$ cat src/rtl/core/gtcs_pkg.sv
// gtcs_pkg: shared constants, register and reaction codes, and the request
// and response structs between the two-compartment stochastic step core
// and its divider and histogram store. No dependencies.
`timescale 1ns / 1ps
`default_nettype none

package gtcs_pkg;

	localparam int COUNT_BITS = 16;
	localparam int HIST_BINS  = 256;
	localparam int HB_W       = $clog2(HIST_BINS);
	localparam int DIV_W      = 48;
	localparam int DIV_CNT_W  = $clog2(DIV_W);

	localparam logic [31:0] LN2_Q32  = 32'hB17217F7;
	localparam logic [29:0] LOG_BIAS = 30'(32) << 24;

	typedef enum logic [2:0] {
		REG_BASAL   = 3'd0,
		REG_INDUCED = 3'd1,
		REG_HALF    = 3'd2,
		REG_DECAY   = 3'd3,
		REG_DIFF    = 3'd4,
		REG_VOLUME  = 3'd5,
		REG_END     = 3'd6
	} cfg_reg_t;

	typedef enum logic [2:0] {
		RX_HOP12  = 3'd0,
		RX_HOP21  = 3'd1,
		RX_DECAY1 = 3'd2,
		RX_DECAY2 = 3'd3,
		RX_PROD1  = 3'd4,
		RX_PROD2  = 3'd5,
		RX_NONE   = 3'd6
	} rxn_t;

	typedef struct packed {
		logic             start;
		logic [DIV_W-1:0] dividend;
		logic [DIV_W-1:0] divisor;
	} div_req_t;

	typedef struct packed {
		logic             done;
		logic [DIV_W-1:0] quotient;
	} div_rsp_t;

	typedef struct packed {
		logic            we;
		logic [HB_W-1:0] waddr;
		logic [47:0]     wdata;
		logic [HB_W-1:0] raddr;
	} hist_req_t;

	function automatic logic [31:0] sat32(input logic [63:0] v);
		return (|v[63:32]) ? 32'hFFFF_FFFF : v[31:0];
	endfunction

endpackage

`default_nettype wire

$ cat src/rtl/core/gtcs_div.sv
// gtcs_div: restoring divider, one quotient bit per cycle.
// Depends on gtcs_pkg for widths and the request/response structs.
`timescale 1ns / 1ps
`default_nettype none

module gtcs_div (
	input  wire logic               clk,
	input  wire logic               arst_n,
	input  wire gtcs_pkg::div_req_t req,
	output gtcs_pkg::div_rsp_t      rsp
);

	logic [gtcs_pkg::DIV_W-1:0]     rem_q, quo_q, dsr_q;
	logic [gtcs_pkg::DIV_CNT_W-1:0] cnt_q;
	logic                           busy_q, done_q;
	logic [gtcs_pkg::DIV_W:0]       trial, diff;
	logic                           fits;

	assign trial = {rem_q, quo_q[gtcs_pkg::DIV_W-1]};
	assign diff  = trial - {1'b0, dsr_q};
	assign fits  = trial >= {1'b0, dsr_q};

	always_ff @(posedge clk or negedge arst_n) begin
		if (!arst_n) begin
			busy_q <= 1'b0;
			done_q <= 1'b0;
			cnt_q  <= '0;
		end else begin
			done_q <= 1'b0;
			if (req.start) begin
				busy_q <= 1'b1;
				cnt_q  <= '0;
			end else if (busy_q) begin
				cnt_q <= cnt_q + 1'b1;
				if (cnt_q == gtcs_pkg::DIV_CNT_W'(gtcs_pkg::DIV_W - 1)) begin
					busy_q <= 1'b0;
					done_q <= 1'b1;
				end
			end
		end
	end

	always_ff @(posedge clk) begin
		if (req.start) begin
			rem_q <= '0;
			quo_q <= req.dividend;
			dsr_q <= req.divisor;
		end else if (busy_q) begin
			rem_q <= fits ? diff[gtcs_pkg::DIV_W-1:0] : trial[gtcs_pkg::DIV_W-1:0];
			quo_q <= {quo_q[gtcs_pkg::DIV_W-2:0], fits};
		end
	end

	assign rsp.done     = done_q;
	assign rsp.quotient = quo_q;

endmodule

`default_nettype wire

$ cat config.mk
export PLATFORM = sky130hd
export DESIGN_NAME = gtcs_div
export DESIGN_NICKNAME = d
export VERILOG_FILES = /design/src/rtl/core/gtcs_pkg.sv /design/src/rtl/core/gtcs_div.sv
export SDC_FILE = /design/constraint.sdc
export NUM_CORES = 1
export LEC_CHECK = 0
export BUFFER_PORTS_ARGS = -buffer_cell sky130_fd_sc_hd__buf_2
export CAP_MARGIN = 10
export CORE_MARGIN = 2
export CORE_UTILIZATION = 35
export CTS_CLUSTER_SIZE = 16
export DETAILED_ROUTE_END_ITERATION = 12
export PLACE_DENSITY_LB_ADDON = 0.1
export SYNTH_ARGS = -nofsm -noshare
export SYNTH_HDL_FRONTEND = slang
export SYNTH_SLANG_ARGS = --single-unit
$ cat constraint.sdc
create_clock -name clk -period 4.2 [get_ports clk]
set_input_delay 0.21 -clock clk [delete_from_list [all_inputs] [get_ports clk]]
set_output_delay 0.21 -clock clk [all_outputs]
set_load 0.05 [all_outputs]
---- After elaboration in Yosys (flattened, before gate mapping) ----
Index checks and enable logic that the tools add are counted.
word-level totals
  word-level logic and storage cells ...... 22
  input bits .............................. 99
  output and inout bits ................... 49
  register bits after elaboration ......... 152
cells by class
  equal/unequal tests ..................... 1
  mux-type cells .......................... 11
  reductions and logical operators ........ 1
  add/sub/neg operators ................... 2
  order comparisons ....................... 1
operator list
  operator               count
  $mux W48               3
  $ge A49 B48 Y1         1
  $sub A48 B48 Y48       1
  $mux W6                2
  $add A6 B1 Y6 const B  1
  $eq A6 B6 Y1 const B   1
  $mux W1                6
  $reduce_bool A2 Y1     1

---- Longest topological paths before layout ----
  depth after elaboration ................. 4
  mapped depth ............................ 15
  mapped depth without buffers ............ 13

---- Worst setup path after synthesis ----
Ideal clock, no wire load.
  kind .................................... reg-to-reg
  start point ............................. reg quo_q[47] (netlist name)
  end point ............................... reg rem_q[47] (netlist name)
  period minus slack after synthesis ...... 3238 ps
  setup time .............................. 120 ps
  data required time ...................... 4080 ps
  path buffers ............................ 0
  stages on the path, launching flop included .. 13
  slack ................................... 962 ps
  data arrival time ....................... 3118 ps
  cell sequence ........................... edfxtp_1 -> inv_1 -> ha_1 -> nor2b_1 -> o21bai_1 -> a2111o_1 -> a31oi_2 -> a21oi_2 -> o31a_1 -> o31ai_1 -> a31oi_1 -> mux2i_1 -> a211o_1
between the ends
  cells in the longest elaborated chain, start to end .. 2
  elaborated cells between the ends (all ways) .. 3
  those cells by class .................... 1 x add/sub; 1 x order compare; 1 x mux
ends and longest elaborated chain
  what                                                       line                            source
  start, declared                                            gtcs_div.sv:13                  logic [gtcs_pkg::DIV_W-1:0] rem_q, quo_q, dsr_q;
  start signal, assigned                                     gtcs_div.sv:46                  quo_q <= req.dividend;
  start signal, assigned                                     gtcs_div.sv:50                  quo_q <= {quo_q[gtcs_pkg::DIV_W-2:0], fits};
  $sub A48 B48 Y48 / $ge A49 B48 Y1 (equally long branches)  gtcs_div.sv:20, gtcs_div.sv:21
  $mux W48 *                                                 gtcs_div.sv:49                  rem_q <= fits ? diff[gtcs_pkg::DIV_W-1:0] : trial[gtcs_pkg::DIV_W-1:0];
  end signal, assigned                                       gtcs_div.sv:49
  end, declared                                              gtcs_div.sv:13
Every way passes the cells marked *; elsewhere a longest branch is shown, timed or not.
A chain may end at the register's enable or synchronous reset.

---- Worst setup path in the final report ----
  start point ............................. reg quo_q[47] (netlist name)
  end point ............................... reg rem_q[46] (netlist name)
Same word-level chain as after synthesis.

==> results.md <==
* TritonCTS clock tree: built
* Core Footprint at 24460 um^2
* Buffers on Ports at 147
* Core Rows at 57
* Final Worst Setup Slack at 0.7784 ns
* Clk Latency, worst-skew pair at 0.43 ns
* Synth top cells by count: 96 x edfxtp_1, 64 x nor2_1, 61 x inv_1
* Hold Crit Class: input pin to register
* Count of final setup violators at 0
* Top post-synthesis cells by area: edfxtp_1 33%, dfxtp_1 11%, ha_1 7.0%, mux2_2 6.3%, mux2i_1 4.5%
* Sequential-to-total area share from yosys stat at 46.22%
* Total GRT Usage at 16.70%
* Synthesized area per cell at 10.29 um^2
* Initial Util at 35.76%
* FF-to-FF Start: quo_q[47]
* Share of the synthesized area in the top cell type at 32.95%
* VDD IR max at 215.4 uV
* Clk pwr share at 30.7%
* Crit end category: register
* Register share of total power at 37.4%
* DR vias at 6772
* Count leader, synth: edfxtp_1
* Synthesized Nets at 999
* NumNets Final at 1173
* Max-slew headroom at 31.42%
* Total number of yosys warnings at 0
* Skew final at 0.01336 ns
* R2r endpoint: rem_q[46]
* CP max stage cell: fa_1
* Min cycle time layout at 3.422 ns
* Sw Pwr at 0.001814 W
* WHS Endpoint: quo_q[25]
* Max-slew violations at 0
* Vias per cell at 4.976
* First-pass DRT Iterations at 4
* Part of the cycle the worst path needs at 81.47%
* EDFF count, synth at 96
* Cells after Synth at 850
* Crit path DAT at 3.75 ns
* Synth Flop Type: edfxtp_1
* Crit path required time at 4.53 ns
* First-pass GRT wire length at 35.13 mm
* Synth unique cells at 56
* Max Clock Freq at 0.2923 GHz
* Crit path cell chain: inv_1, ha_1, fa_1, nand2b_1, a21oi_1, o21ai_0, o211a_1, nor2_1, o31a_1, a31oi_1, o21ai_0, mux2i_1, a31o_2
* RSZ-0062 raised after global routing: false
* Initial antenna violation count at 0
* H-tree Lvls at 4
* Share of cells above drive strength 1 at 23.53%
* Die extent in y at 162.1 um
* Place WS at 0.7884 ns
* # DRC at 0
* Setup Buffers After CTS at 0
* Post-Syn Area at 8748 um^2
* Crit path kind: register to register
* Crit path largest cell delay at 0.40 ns
* Crit-path most repeated cell: o21ai_0
* Clock root cell: clkbuf_16
* LEAKAGE at 4.548 nW
* Post-layout util at 44.23%
* Worst-case clock buffer depth at 2
* Largest area contributor in the netlist: edfxtp_1
* Hold path cells at 2
* Startpoint class of the critical path: register
* Least-Margin Pin Slew at 1.027 ns
* Critical path fanouts, max at 3
* GRT busiest layer: met2
* Gp weighted congestion at 0.8018
* DRT iter0 DRCs at 298
* Number of global-route vias before repair at 6902
* Ant diodes at 0
* GR Layer Usage met1 at 22.90%
* Gates resized, CTS repair at 0
* Hold Vio Cnt, Final at 0
* Internal power at 0.003247 W
* Largest net degree at the start of global routing at 52
* R2R setup slack at 0.78 ns
* Setup_tns at 0 ns
* DR WL/cell at 15.56 um
* FF-to-FF path depth at 13
* PwrDens at 467.7 nW/um^2
* Switching Share at 35.85%
* HPWL Detailed at 14.93 mm
* Antenna viol nets, final at 0
* Comb power frac at 31.9%
* Flops & latches, synth at 152
* Clock transition at the registers of the reported paths at 0.08 ns
* Total Power at 0.005061 W
* Run status: finished, final reports clean
* Global route overflow at 0
* Ports at 148
* Layout area overhead at 23.68%
* Met3 usage at 4.852%
* Width of the die at 162.1 um
* # clock sinks at 152
* Fillers at 2311
* Die area at 26280 um^2
* Total CTS buffers at 17
* Max-Cap Viols at 0
* Hold path startpoint: req[73]
* Synth async-reset ratio at 5.263%
* WL final at 21.17 mm
* M2 GR Usage at 26.07%
## layout by cell type (no fill, tap or decap), types with 4 or more instances in the layout
| cell type | instances |
|---|---|
| buf_2 | 146 |
| edfxtp_1 | 96 |
| nor2_1 | 64 |
| inv_1 | 60 |
| nand2_1 | 59 |
| a21oi_1 | 56 |
| mux2_2 | 49 |
| ha_1 | 49 |
| dlygate4sd3_1 | 49 |
| o21ai_0 | 48 |
| dfxtp_1 | 48 |
| mux2i_1 | 39 |
| a211oi_1 | 31 |
| xnor2_1 | 27 |
| nand4_1 | 20 |
| a21o_1 | 20 |
| xor2_1 | 20 |
| clkbuf_16 | 17 |
| o21bai_1 | 12 |
| nand3_1 | 10 |
| o211ai_1 | 8 |
| buf_4 | 8 |
| nand2b_1 | 7 |
| o21a_1 | 7 |
| dfrtp_1 | 7 |
| a31oi_1 | 6 |
| nor2b_1 | 5 |
| nor3_1 | 5 |
| or3_1 | 5 |
| clkinv_8 | 5 |
| inv_8 | 4 |
## sequential cells by signal (all words and copies together) (netlist names)
register and count:
rem_q 48, dsr_q 48, quo_q 48, busy_q 1, cnt_q 6, done_q 1
## stage by stage
stage / cells / hold slack (ns) / instance area (um^2)
finish: 1361 / 0.07250 / 10820
global route: 1361 / 0.05264 / 10820
CTS: 1361 / 0.05139 / 10820
detailed placement: 1280 / 0.06782 / 9727
global placement: 1280 / 0.06738 / 9727
floorplan: 850 / -0.08559 / 8748
## logic make-up (layout without fill, tap and decap cells)
family / Yosys count / in the layout / synth area share [%]
xor gates and xnor gates: 47 / 47 / 4.705
adders and majority gates: 50 / 50 / 7.237
AOI/OAI and AO/OA: 215 / 215 / 15.78
muxes: 88 / 88 / 10.77
buffers and inverters: 110 / 297 / 5.435
and+or+nand+nor: 188 / 188 / 9.854
DFF: 152 / 152 / 46.22
## critical path, delay by kind of cell (launching register included)
| family | cells | cell delay [ns] |
|---|---|---|
| AND/OR/NAND/NOR | 2 | 0.44 |
| adder cells (fa/ha/maj) | 2 | 0.62 |
| flip-flops | 1 | 0.36 |
| AO/OA/AOI/OAI | 7 | 1.74 |
| multiplexers | 1 | 0.11 |
| buffers and inverters | 1 | 0.05 |
## power groups by stage
stage	logic [W]	registers, W	clock network [W]
after floorplan	0.00107	0.00208	0
after global placement	0.00160	0.00193	0
after detailed placement	0.00159	0.00192	0
after CTS	0.00163	0.00190	0.00161
after global routing	0.00179	0.00192	0.00166
final	0.00161	0.00189	0.00155
## what timing repair did
item / CTS / global route
setup endpoints to repair: 0 / 0
hold buffers: 49 / 0
hold endpoints to repair: 56 / 0
## routing by layer
metal  up-vias  share of wire (%)  wire length, um
li1       3427                  -                -
met1      3159                 49            10320
met2       172                 44             9393
met3        14                6.0             1264
met4         0               0.92              195
met5         -                  0                0
## worst max-delay path by stage
stage                      endpoint  startpoint  cells after the start
after global routing      rem_q[46]   quo_q[47]                     13
after global placement    rem_q[47]    dsr_q[3]                     12
after CTS                 rem_q[43]    dsr_q[2]                     13
final                     rem_q[46]   quo_q[47]                     13
after detailed placement  rem_q[43]    dsr_q[2]                     13
after floorplan           rem_q[47]   quo_q[47]                     12
## cell type report
cell class	instances	area, um^2	area share, %
Timing Repair Buffer	204	1301	12.03
Clock inverter	15	177.7	1.642
Sequential cell	152	4045	37.38
Tap cell	324	405.4	3.747
Clock buffer	17	425.4	3.932
Multi-Input combinational cell	588	4237	39.15
Inverter	61	229.0	2.116
Power figures use the tool's default switching activity.
